**src/rtl/slum_pkg.sv**
```systemverilog
package slum_pkg;

    // Largest list depth that the command fields are sized for.
    localparam int MAX_DEPTH = 32;
    localparam int LIST_DEPTH = 16;
    localparam int PTR_W = $clog2(MAX_DEPTH);
    localparam int CNT_W = $clog2(MAX_DEPTH + 1);
    localparam int VAL_W = 32;

    localparam int CMDQ_DEPTH = 2;
    localparam int RESQ_DEPTH = 2;

    localparam logic [1:0] ACT_LOAD_A = 2'd0;
    localparam logic [1:0] ACT_LOAD_B = 2'd1;
    localparam logic [1:0] ACT_MERGE = 2'd2;

    typedef struct packed {
        logic [1:0] action;
        logic signed [VAL_W-1:0] value;
    } item_t;

    typedef struct packed {
        logic signed [VAL_W-1:0] union_value;
        logic last;
        logic empty_res;
        logic overflowed;
    } result_t;

    typedef enum logic [1:0] {
        CMD_LOAD_A,
        CMD_LOAD_B,
        CMD_MERGE
    } cmd_op_t;

    typedef struct packed {
        cmd_op_t op;
        logic [PTR_W-1:0] addr;
        logic signed [VAL_W-1:0] value;
        logic [CNT_W-1:0] cnt_a;
        logic [CNT_W-1:0] cnt_b;
        logic ovf;
    } cmd_t;

endpackage

```
**src/rtl/slum_fifo.sv**
```systemverilog
module slum_fifo
    import slum_pkg::*;
#(
    parameter type T = logic,
    parameter int DEPTH_Q = 2
)
(
    input  logic clk,
    input  logic rst_n,
    input  logic push,
    output logic full,
    input  T     wdata,
    input  logic pop,
    output logic empty,
    output T     rdata
);

    localparam int PW = (DEPTH_Q > 1) ? $clog2(DEPTH_Q) : 1;
    localparam int QW = $clog2(DEPTH_Q + 1);

    T store [DEPTH_Q];
    logic [PW-1:0] wr_ptr_reg;
    logic [PW-1:0] rd_ptr_reg;
    logic [QW-1:0] count_reg;
    logic do_push;
    logic do_pop;

    assign full = (count_reg == QW'(DEPTH_Q));
    assign empty = (count_reg == '0);
    assign rdata = store[rd_ptr_reg];
    assign do_push = push && !full;
    assign do_pop = pop && !empty;

    always_ff @(posedge clk)
    begin
        if (do_push)
        begin
            store[wr_ptr_reg] <= wdata;
        end
    end

    always_ff @(posedge clk or negedge rst_n)
    begin
        if (!rst_n)
        begin
            wr_ptr_reg <= '0;
            rd_ptr_reg <= '0;
            count_reg <= '0;
        end
        else
        begin
            if (do_push)
            begin
                wr_ptr_reg <= (wr_ptr_reg == PW'(DEPTH_Q - 1)) ? '0 : wr_ptr_reg + PW'(1);
            end
            if (do_pop)
            begin
                rd_ptr_reg <= (rd_ptr_reg == PW'(DEPTH_Q - 1)) ? '0 : rd_ptr_reg + PW'(1);
            end
            if (do_push && !do_pop)
            begin
                count_reg <= count_reg + QW'(1);
            end
            else if (do_pop && !do_push)
            begin
                count_reg <= count_reg - QW'(1);
            end
        end
    end

endmodule

```
**src/rtl/slum_front.sv**
```systemverilog
module slum_front
    import slum_pkg::*;
#(
    parameter int DEPTH = LIST_DEPTH
)
(
    input  logic  clk,
    input  logic  rst_n,
    input  logic  push,
    output logic  full,
    input  item_t item,
    output logic  cmd_push,
    input  logic  cmd_full,
    output cmd_t  cmd_data
);

    localparam int CW = $clog2(DEPTH + 1);

    logic [CW-1:0] cnt_a_reg;
    logic [CW-1:0] cnt_a_next;
    logic [CW-1:0] cnt_b_reg;
    logic [CW-1:0] cnt_b_next;
    logic ovf_reg;
    logic ovf_next;
    logic accept;

    assign full = cmd_full;
    assign accept = push && !cmd_full;

    // Counts and the overflow flag live here, so the back end only ever sees
    // loads that fit and merges that carry their own lengths.
    always_comb
    begin
        cnt_a_next = cnt_a_reg;
        cnt_b_next = cnt_b_reg;
        ovf_next = ovf_reg;
        cmd_push = 1'b0;
        cmd_data.op = CMD_MERGE;
        cmd_data.addr = '0;
        cmd_data.value = item.value;
        cmd_data.cnt_a = CNT_W'(cnt_a_reg);
        cmd_data.cnt_b = CNT_W'(cnt_b_reg);
        cmd_data.ovf = ovf_reg;
        if (accept)
        begin
            unique case (item.action)
                ACT_LOAD_A:
                begin
                    if (cnt_a_reg < CW'(DEPTH))
                    begin
                        cmd_push = 1'b1;
                        cmd_data.op = CMD_LOAD_A;
                        cmd_data.addr = PTR_W'(cnt_a_reg);
                        cnt_a_next = cnt_a_reg + CW'(1);
                    end
                    else
                    begin
                        ovf_next = 1'b1;
                    end
                end
                ACT_LOAD_B:
                begin
                    if (cnt_b_reg < CW'(DEPTH))
                    begin
                        cmd_push = 1'b1;
                        cmd_data.op = CMD_LOAD_B;
                        cmd_data.addr = PTR_W'(cnt_b_reg);
                        cnt_b_next = cnt_b_reg + CW'(1);
                    end
                    else
                    begin
                        ovf_next = 1'b1;
                    end
                end
                ACT_MERGE:
                begin
                    cmd_push = 1'b1;
                    cmd_data.op = CMD_MERGE;
                    cnt_a_next = '0;
                    cnt_b_next = '0;
                    ovf_next = 1'b0;
                end
                default:
                begin
                end
            endcase
        end
    end

    always_ff @(posedge clk or negedge rst_n)
    begin
        if (!rst_n)
        begin
            cnt_a_reg <= '0;
            cnt_b_reg <= '0;
            ovf_reg <= 1'b0;
        end
        else
        begin
            cnt_a_reg <= cnt_a_next;
            cnt_b_reg <= cnt_b_next;
            ovf_reg <= ovf_next;
        end
    end

`ifndef SYNTH
    a_counts_bounded: assert property (@(posedge clk) disable iff (!rst_n)
        (cnt_a_reg <= CW'(DEPTH)) && (cnt_b_reg <= CW'(DEPTH)))
        else $error("list count beyond depth");

    a_merge_clears: assert property (@(posedge clk) disable iff (!rst_n)
        (accept && item.action == ACT_MERGE)
        |=> (cnt_a_reg == '0 && cnt_b_reg == '0 && !ovf_reg))
        else $error("merge did not clear counts and overflow");
`endif

endmodule

```
**src/rtl/slum_back.sv**
```systemverilog
module slum_back
    import slum_pkg::*;
#(
    parameter int DEPTH = LIST_DEPTH
)
(
    input  logic    clk,
    input  logic    rst_n,
    input  logic    q_empty,
    input  cmd_t    q_data,
    output logic    q_pop,
    output logic    out_push,
    input  logic    out_full,
    output result_t out_data
);

    localparam int CW = $clog2(DEPTH + 1);
    localparam int AW = (DEPTH > 1) ? $clog2(DEPTH) : 1;

    typedef enum logic [2:0] {
        ST_IDLE,
        ST_EMPTY,
        ST_FETCH,
        ST_EVAL,
        ST_FLUSH
    } state_t;

    logic signed [VAL_W-1:0] mem_a [DEPTH];
    logic signed [VAL_W-1:0] mem_b [DEPTH];
    logic signed [VAL_W-1:0] rd_a_reg;
    logic signed [VAL_W-1:0] rd_b_reg;

    state_t state_reg;
    state_t state_next;
    logic [CW-1:0] i_reg;
    logic [CW-1:0] i_next;
    logic [CW-1:0] j_reg;
    logic [CW-1:0] j_next;
    logic [CW-1:0] m_reg;
    logic [CW-1:0] m_next;
    logic [CW-1:0] n_reg;
    logic [CW-1:0] n_next;
    logic ovf_reg;
    logic ovf_next;
    logic pend_valid_reg;
    logic pend_valid_next;
    logic signed [VAL_W-1:0] pend_value_reg;
    logic signed [VAL_W-1:0] pend_value_next;
    logic signed [VAL_W-1:0] prev_a_reg;
    logic signed [VAL_W-1:0] prev_a_next;
    logic signed [VAL_W-1:0] prev_b_reg;
    logic signed [VAL_W-1:0] prev_b_next;

    logic wr_a;
    logic wr_b;
    logic has_a;
    logic has_b;
    logic dup_a;
    logic dup_b;
    logic adv_a;
    logic adv_b;
    logic emit;
    logic signed [VAL_W-1:0] emit_value;
    logic stall;

    assign has_a = (i_reg < m_reg);
    assign has_b = (j_reg < n_reg);
    assign dup_a = (i_reg != '0) && (prev_a_reg == rd_a_reg);
    assign dup_b = (j_reg != '0) && (prev_b_reg == rd_b_reg);

    // One step of the two-pointer walk. Repeats within a list are skipped
    // first; a value at the head of both lists is emitted once.
    always_comb
    begin
        adv_a = 1'b0;
        adv_b = 1'b0;
        emit = 1'b0;
        emit_value = rd_a_reg;
        priority if (has_a && dup_a)
        begin
            adv_a = 1'b1;
        end
        else if (has_b && dup_b)
        begin
            adv_b = 1'b1;
        end
        else if (has_a && has_b)
        begin
            emit = 1'b1;
            if (rd_a_reg < rd_b_reg)
            begin
                adv_a = 1'b1;
            end
            else if (rd_a_reg > rd_b_reg)
            begin
                adv_b = 1'b1;
                emit_value = rd_b_reg;
            end
            else
            begin
                adv_a = 1'b1;
                adv_b = 1'b1;
            end
        end
        else if (has_a)
        begin
            emit = 1'b1;
            adv_a = 1'b1;
        end
        else if (has_b)
        begin
            emit = 1'b1;
            adv_b = 1'b1;
            emit_value = rd_b_reg;
        end
    end

    // A new result can only displace the held one once the queue has room.
    assign stall = emit && pend_valid_reg && out_full;

    always_comb
    begin
        state_next = state_reg;
        i_next = i_reg;
        j_next = j_reg;
        m_next = m_reg;
        n_next = n_reg;
        ovf_next = ovf_reg;
        pend_valid_next = pend_valid_reg;
        pend_value_next = pend_value_reg;
        prev_a_next = prev_a_reg;
        prev_b_next = prev_b_reg;
        q_pop = 1'b0;
        wr_a = 1'b0;
        wr_b = 1'b0;
        out_push = 1'b0;
        out_data.union_value = pend_value_reg;
        out_data.last = 1'b0;
        out_data.empty_res = 1'b0;
        out_data.overflowed = ovf_reg;
        unique case (state_reg)
            ST_IDLE:
            begin
                if (!q_empty)
                begin
                    q_pop = 1'b1;
                    unique case (q_data.op)
                        CMD_LOAD_A:
                        begin
                            wr_a = 1'b1;
                        end
                        CMD_LOAD_B:
                        begin
                            wr_b = 1'b1;
                        end
                        CMD_MERGE:
                        begin
                            m_next = q_data.cnt_a[CW-1:0];
                            n_next = q_data.cnt_b[CW-1:0];
                            ovf_next = q_data.ovf;
                            i_next = '0;
                            j_next = '0;
                            pend_valid_next = 1'b0;
                            if (q_data.cnt_a == '0 && q_data.cnt_b == '0)
                            begin
                                state_next = ST_EMPTY;
                            end
                            else
                            begin
                                state_next = ST_FETCH;
                            end
                        end
                        default:
                        begin
                        end
                    endcase
                end
            end
            ST_EMPTY:
            begin
                out_data.union_value = '0;
                out_data.last = 1'b1;
                out_data.empty_res = 1'b1;
                if (!out_full)
                begin
                    out_push = 1'b1;
                    state_next = ST_IDLE;
                end
            end
            ST_FETCH:
            begin
                state_next = ST_EVAL;
            end
            ST_EVAL:
            begin
                if (!stall)
                begin
                    if (emit)
                    begin
                        out_push = pend_valid_reg;
                        pend_valid_next = 1'b1;
                        pend_value_next = emit_value;
                    end
                    if (adv_a)
                    begin
                        i_next = i_reg + CW'(1);
                        prev_a_next = rd_a_reg;
                    end
                    if (adv_b)
                    begin
                        j_next = j_reg + CW'(1);
                        prev_b_next = rd_b_reg;
                    end
                    if (i_next >= m_reg && j_next >= n_reg)
                    begin
                        state_next = ST_FLUSH;
                    end
                    else
                    begin
                        state_next = ST_FETCH;
                    end
                end
            end
            ST_FLUSH:
            begin
                out_data.last = 1'b1;
                if (!pend_valid_reg)
                begin
                    state_next = ST_IDLE;
                end
                else if (!out_full)
                begin
                    out_push = 1'b1;
                    pend_valid_next = 1'b0;
                    state_next = ST_IDLE;
                end
            end
            default:
            begin
                state_next = ST_IDLE;
            end
        endcase
    end

    always_ff @(posedge clk)
    begin
        if (wr_a)
        begin
            mem_a[q_data.addr[AW-1:0]] <= q_data.value;
        end
        if (wr_b)
        begin
            mem_b[q_data.addr[AW-1:0]] <= q_data.value;
        end
        if (state_reg == ST_FETCH)
        begin
            rd_a_reg <= mem_a[i_reg[AW-1:0]];
            rd_b_reg <= mem_b[j_reg[AW-1:0]];
        end
    end

    always_ff @(posedge clk or negedge rst_n)
    begin
        if (!rst_n)
        begin
            state_reg <= ST_IDLE;
            i_reg <= '0;
            j_reg <= '0;
            m_reg <= '0;
            n_reg <= '0;
            ovf_reg <= 1'b0;
            pend_valid_reg <= 1'b0;
            pend_value_reg <= '0;
            prev_a_reg <= '0;
            prev_b_reg <= '0;
        end
        else
        begin
            state_reg <= state_next;
            i_reg <= i_next;
            j_reg <= j_next;
            m_reg <= m_next;
            n_reg <= n_next;
            ovf_reg <= ovf_next;
            pend_valid_reg <= pend_valid_next;
            pend_value_reg <= pend_value_next;
            prev_a_reg <= prev_a_next;
            prev_b_reg <= prev_b_next;
        end
    end

`ifndef SYNTH
    a_push_has_room: assert property (@(posedge clk) disable iff (!rst_n)
        out_push |-> !out_full)
        else $error("result pushed into a full queue");

    a_pointers_in_range: assert property (@(posedge clk) disable iff (!rst_n)
        (state_reg == ST_EVAL) |-> (i_reg <= m_reg && j_reg <= n_reg))
        else $error("merge pointer ran past its list");

    a_last_ends_run: assert property (@(posedge clk) disable iff (!rst_n)
        (out_push && out_data.last) |=> (state_reg == ST_IDLE && !pend_valid_reg))
        else $error("run continued after its final result");
`endif

endmodule

```
**src/rtl/sorted_list_union_merge.sv**
```systemverilog
// Builds the distinct ascending union of two sorted lists of signed 32-bit
// values. Action 0 appends to list A, action 1 to list B, action 2 merges
// and returns the union one value per result, the final one marked with
// last; loads beyond DEPTH are dropped and reported through overflowed on
// every result of the next run, and a run over two empty lists returns one
// result with empty_res set. The front end decodes each transaction and
// keeps the list counts, so it takes one input per cycle while the command
// queue has room; loads pass through the command queue and reach the list
// memories when the back end is idle. Each step of a merge's walk is a
// registered read of both list memories, then the compare, and a step visits
// one entry, or one entry of each list where both heads hold the same value.
// Results wait in a two-entry queue and in one held register, since the
// last result of a run is known only when both lists are exhausted.
module sorted_list_union_merge
    import slum_pkg::*;
#(
    parameter int DEPTH = LIST_DEPTH
)
(
    input  logic    clk,
    input  logic    rst_n,
    input  logic    push,
    output logic    full,
    input  item_t   item,
    output logic    empty,
    input  logic    pop,
    output result_t result
);

    logic    cmd_push;
    logic    cmd_full;
    cmd_t    cmd_wdata;
    logic    cmd_empty;
    logic    cmd_pop;
    cmd_t    cmd_rdata;
    logic    res_push;
    logic    res_full;
    result_t res_wdata;

    slum_front #(
        .DEPTH(DEPTH)
    ) u_front (
        .clk(clk),
        .rst_n(rst_n),
        .push(push),
        .full(full),
        .item(item),
        .cmd_push(cmd_push),
        .cmd_full(cmd_full),
        .cmd_data(cmd_wdata)
    );

    slum_fifo #(
        .T(cmd_t),
        .DEPTH_Q(CMDQ_DEPTH)
    ) u_cmdq (
        .clk(clk),
        .rst_n(rst_n),
        .push(cmd_push),
        .full(cmd_full),
        .wdata(cmd_wdata),
        .pop(cmd_pop),
        .empty(cmd_empty),
        .rdata(cmd_rdata)
    );

    slum_back #(
        .DEPTH(DEPTH)
    ) u_back (
        .clk(clk),
        .rst_n(rst_n),
        .q_empty(cmd_empty),
        .q_data(cmd_rdata),
        .q_pop(cmd_pop),
        .out_push(res_push),
        .out_full(res_full),
        .out_data(res_wdata)
    );

    slum_fifo #(
        .T(result_t),
        .DEPTH_Q(RESQ_DEPTH)
    ) u_resq (
        .clk(clk),
        .rst_n(rst_n),
        .push(res_push),
        .full(res_full),
        .wdata(res_wdata),
        .pop(pop),
        .empty(empty),
        .rdata(result)
    );

endmodule

```
**config.mk**
```make
export PLATFORM = sky130hd
export DESIGN_NAME = sorted_list_union_merge
export DESIGN_NICKNAME = d
export VERILOG_FILES = /design/src/rtl/slum_pkg.sv /design/src/rtl/slum_fifo.sv /design/src/rtl/slum_front.sv /design/src/rtl/slum_back.sv /design/src/rtl/sorted_list_union_merge.sv
export SDC_FILE = /design/constraint.sdc
export NUM_CORES = 2
export LEC_CHECK = 0
export BUFFER_PORTS_ARGS = -buffer_cell sky130_fd_sc_hd__buf_4
export CORE_AREA = 2 2 353 285
export CTS_BUF_LIST = sky130_fd_sc_hd__clkbuf_4
export DETAILED_ROUTE_END_ITERATION = 10
export DIE_AREA = 0 0 355 287
export HOLD_SLACK_MARGIN = 0.12
export PLACE_DENSITY = 0.73
export SYNTH_ARGS = -nofsm -noshare
export SYNTH_HDL_FRONTEND = slang
export SYNTH_SLANG_ARGS = --single-unit
```
**constraint.sdc**
```tcl
create_clock -name clk -period 6.27 [get_ports clk]
set_clock_uncertainty 0.1 [all_clocks]
set_input_delay 0.9405 -clock clk [delete_from_list [all_inputs] [get_ports clk]]
set_output_delay 0.9405 -clock clk [all_outputs]
set_load 0.005 [all_outputs]
```
==> flow_summary_export.csv <==
group,metric,value,unit
outcome,status,"complete, no violations",
logic_synthesis,yosysMostFrequentCell,"edfxtp_1",
power_and_ir_drop,p_leak,21.67,nW
logic_synthesis,ys.flop_type,"edfxtp_1",
place,dp.cells,4237,
sta,finalHoldViolCount,0,
drt,drt-wirelength-per-cell,27.06,um
floorplanning,die_y,287,um
critical_path,crit_slowest_cell,"dfrtp_4",
drt,dr_total_vias,29510,
logic_synthesis,ys_seq_elements,1396,
drt,first_pass_iters,6,
clock_network,clockBufferDepth,4,
place,portBuffers,74,
sta,finalCritPeriodShare,75.57,%
critical_path,startpoint_type,"flip-flop",
clock_network,cts-root-buf,"clkbuf_4",
critical_path,ff2ff_setup_slack,1530,ps
sta,fin_crit,4738,ps
floorplanning,dieArea,0.1019,mm^2
logic_synthesis,synth-seq-area-share,74.18,%
logic_synthesis,syn_nets,3020,
floorplanning,die_x,355,um
final_layout,n_fill_cell,6746,
critical_path,path_max_fanout,62,
place,gp_congestion,0.9207,
critical_path,worstPathRequired,7310,ps
drt,drt_wl_total,131700,um
sta,setup_violations,0,
grt,grtUsageTotal,26.31,%
sta,worstMarginPinSlew,1280,ps
logic_synthesis,netlist_instances,2924,
critical_path,crit_buf_inv,1,
drt,vias_per_cell,6.065,
logic_synthesis,async_reset_ff_share,10.03,%
floorplanning,coreArea,0.09820,mm^2
clock_network,path_clk_slew,90,ps
clock_network,cts_resized,0,
hold_path,hold_class,"in -> async",
drt,ant_nets,0,
drt,dr.first_iter.drc_count,3431,
logic_synthesis,synth_edf_count,1256,
drt,drc_errors,0,
logic_synthesis,synth_top_area_share,67.87,%
sta,max_freq,211.1,MHz
final_layout,area_growth,12.66,%
power_and_ir_drop,peakVddDrop,0.4158,mV
sta,finalSetupTns,0,ps
power_and_ir_drop,p_per_area,502.8,mW/mm^2
final_layout,fin_util,63.75,%
critical_path,cp_data_arrival_time,5770,ps
critical_path,endpoint_kind,"flip-flop",
grt,grt_overflow_total,0,
floorplanning,start_util,56.59,%
grt,grt_pass1_vias,30100,
logic_synthesis,postSynthAreaPerCell,19.00,um^2
place,dp_hpwl,76570,um
critical_path,cp_top_family,"compound AO/OA/AOI/OAI gates",
critical_path,critPathKind,"reg -> reg",
final_layout,num-nets-final,3407,
sta,holdWs,264.2,ps
logic_synthesis,ys_types,70,
logic_synthesis,synth_area_leader_cell,"edfxtp_1",
sta,drv_slew,0,
job,drv_cap,0,
grt,grt_max_degree,128,
logic_synthesis,syn-cell-area,0.05557,mm^2
final_layout,instances_no_fill,4865,
clock_network,cts.htree.levels,5,
floorplanning,rows,103,
grt,antenna_found_initial,7,
sta,rsz0062_at_grt,"false",
logic_synthesis,synthTopCellsByCount,"edfxtp_1, mux4_2, mux2i_1",
clock_network,numCtsBuffers,345,
clock_network,cts_tree,"yes",
grt,grt_pass1_wl,193200,um
logic_synthesis,yosysWarnings,0,
clock_network,clk_latency,1250,ps
clock_network,cts_sinks,1396,
final_layout,layout-drive-gt1-share,30.39,%
sta,slew-limit-headroom,14.43,%
critical_path,cpPeakStageDelay,1010,ps
critical_path,crit_chain,"inv_1 -> ha_1 -> or4b_2 -> nand4_1 -> nor4_1 -> nand3_1 -> o31ai_1 -> a21oi_2 -> xnor2_1 -> ha_1 -> nand2b_1 -> a21o_1 -> a21o_1 -> a21oi_1 -> nor2b_1 -> o221ai_1 -> o2bb2ai_1 -> a22o_1",
logic_synthesis,synth_area_leaders,"edfxtp_1, mux4_2, dfrtp_1",
floorplanning,pin_count,75,
[path summary, 6_finish.rpt]
kind,end,from,cells past startpoint
setup / recovery,u_back.state_reg[1],u_back.j_reg[1],18
hold / removal,u_front.ovf_reg,rst_n,2
setup reg to reg,u_back.state_reg[1],u_back.j_reg[1],18
hold reg to reg,u_resq.store[0][0],u_back.ovf_reg,0
max in group asynchronous,u_back.i_reg[0],rst_n,3
min in group clk,u_cmdq.store[0][28],item[17],2
[power by group]
part           leakage (nW)  total, mW  internal (mW)  switching, mW
clock                  2.53       7.30           3.86           3.44
sequential             13.0       13.5           12.4           1.08
combinational          6.13       10.7           4.36           6.36
total                  21.7       31.5           20.6           10.9
[kinds of logic (layout without fill, tap and decap cells)]
| kind of cell | after synthesis | after routing | synth area share [%] |
|---|---|---|---|
| AOI/OAI and AO/OA | 315 | 315 | 3.580 |
| xor gates and xnor gates | 84 | 84 | 1.324 |
| adders and majority gates | 58 | 58 | 1.306 |
| buffers and inverters | 196 | 816 | 1.452 |
| DFF | 1396 | 1396 | 74.18 |
| muxes | 531 | 531 | 15.15 |
| other | 0 | 9 | 0 |
| and+or+nand+nor | 344 | 344 | 3.006 |
[routing by layer]
layer	wire [um]	part of all wire (%)	global-route usage [%]	vias to the layer above
met4	3412	2.6	10.39	0
met5	0	0	0	-
met2	60620	46	38.92	1497
met1	54850	42	37.35	15130
met3	12790	9.7	7.600	203
li1	-	-	-	12680
[through the flow]
step | worst slack (ps) | area [um^2] | power (mW)
CTS | 1555 | 62580 | 31.60
global placement | 1742 | 57990 | 23.97
global route | 1253 | 62600 | 33.00
finish | 1532 | 62600 | 31.48
detailed placement | 1624 | 57990 | 24.24
floorplan | 291.5 | 55570 | 20.50
[timing repair]
action,CTS,global route
setup endpoints to repair,0,0
buffers inserted,0,0
hold buffers,39,0
hold endpoints to repair,174,0
[layout by cell type, fill, tap and decap left out, types with 58 or more instances in the layout]
master / n
mux2_2: 102
inv_1: 60
nand2_1: 96
mux4_2: 224
edfxtp_1: 1256
dfrtp_1: 132
mux2i_1: 149
nor2_1: 69
clkbuf_4: 509
ha_1: 58
o21ai_0: 92
a21oi_1: 98
buf_4: 134
[layout make-up]
class | instances | area, um^2 | share of cell area (%)
clock buffer | 509 | 3821 | 6.104
antenna | 9 | 22.52 | 0.03598
timing repair buffer | 176 | 1448 | 2.312
inverter | 60 | 225.2 | 0.3598
tap | 1312 | 1642 | 2.622
sequential | 1396 | 41240 | 65.87
clock inverter | 71 | 382.9 | 0.6116
multi-input combinational | 1332 | 13820 | 22.08
Note: power is estimated with default switching activity, not from simulation.
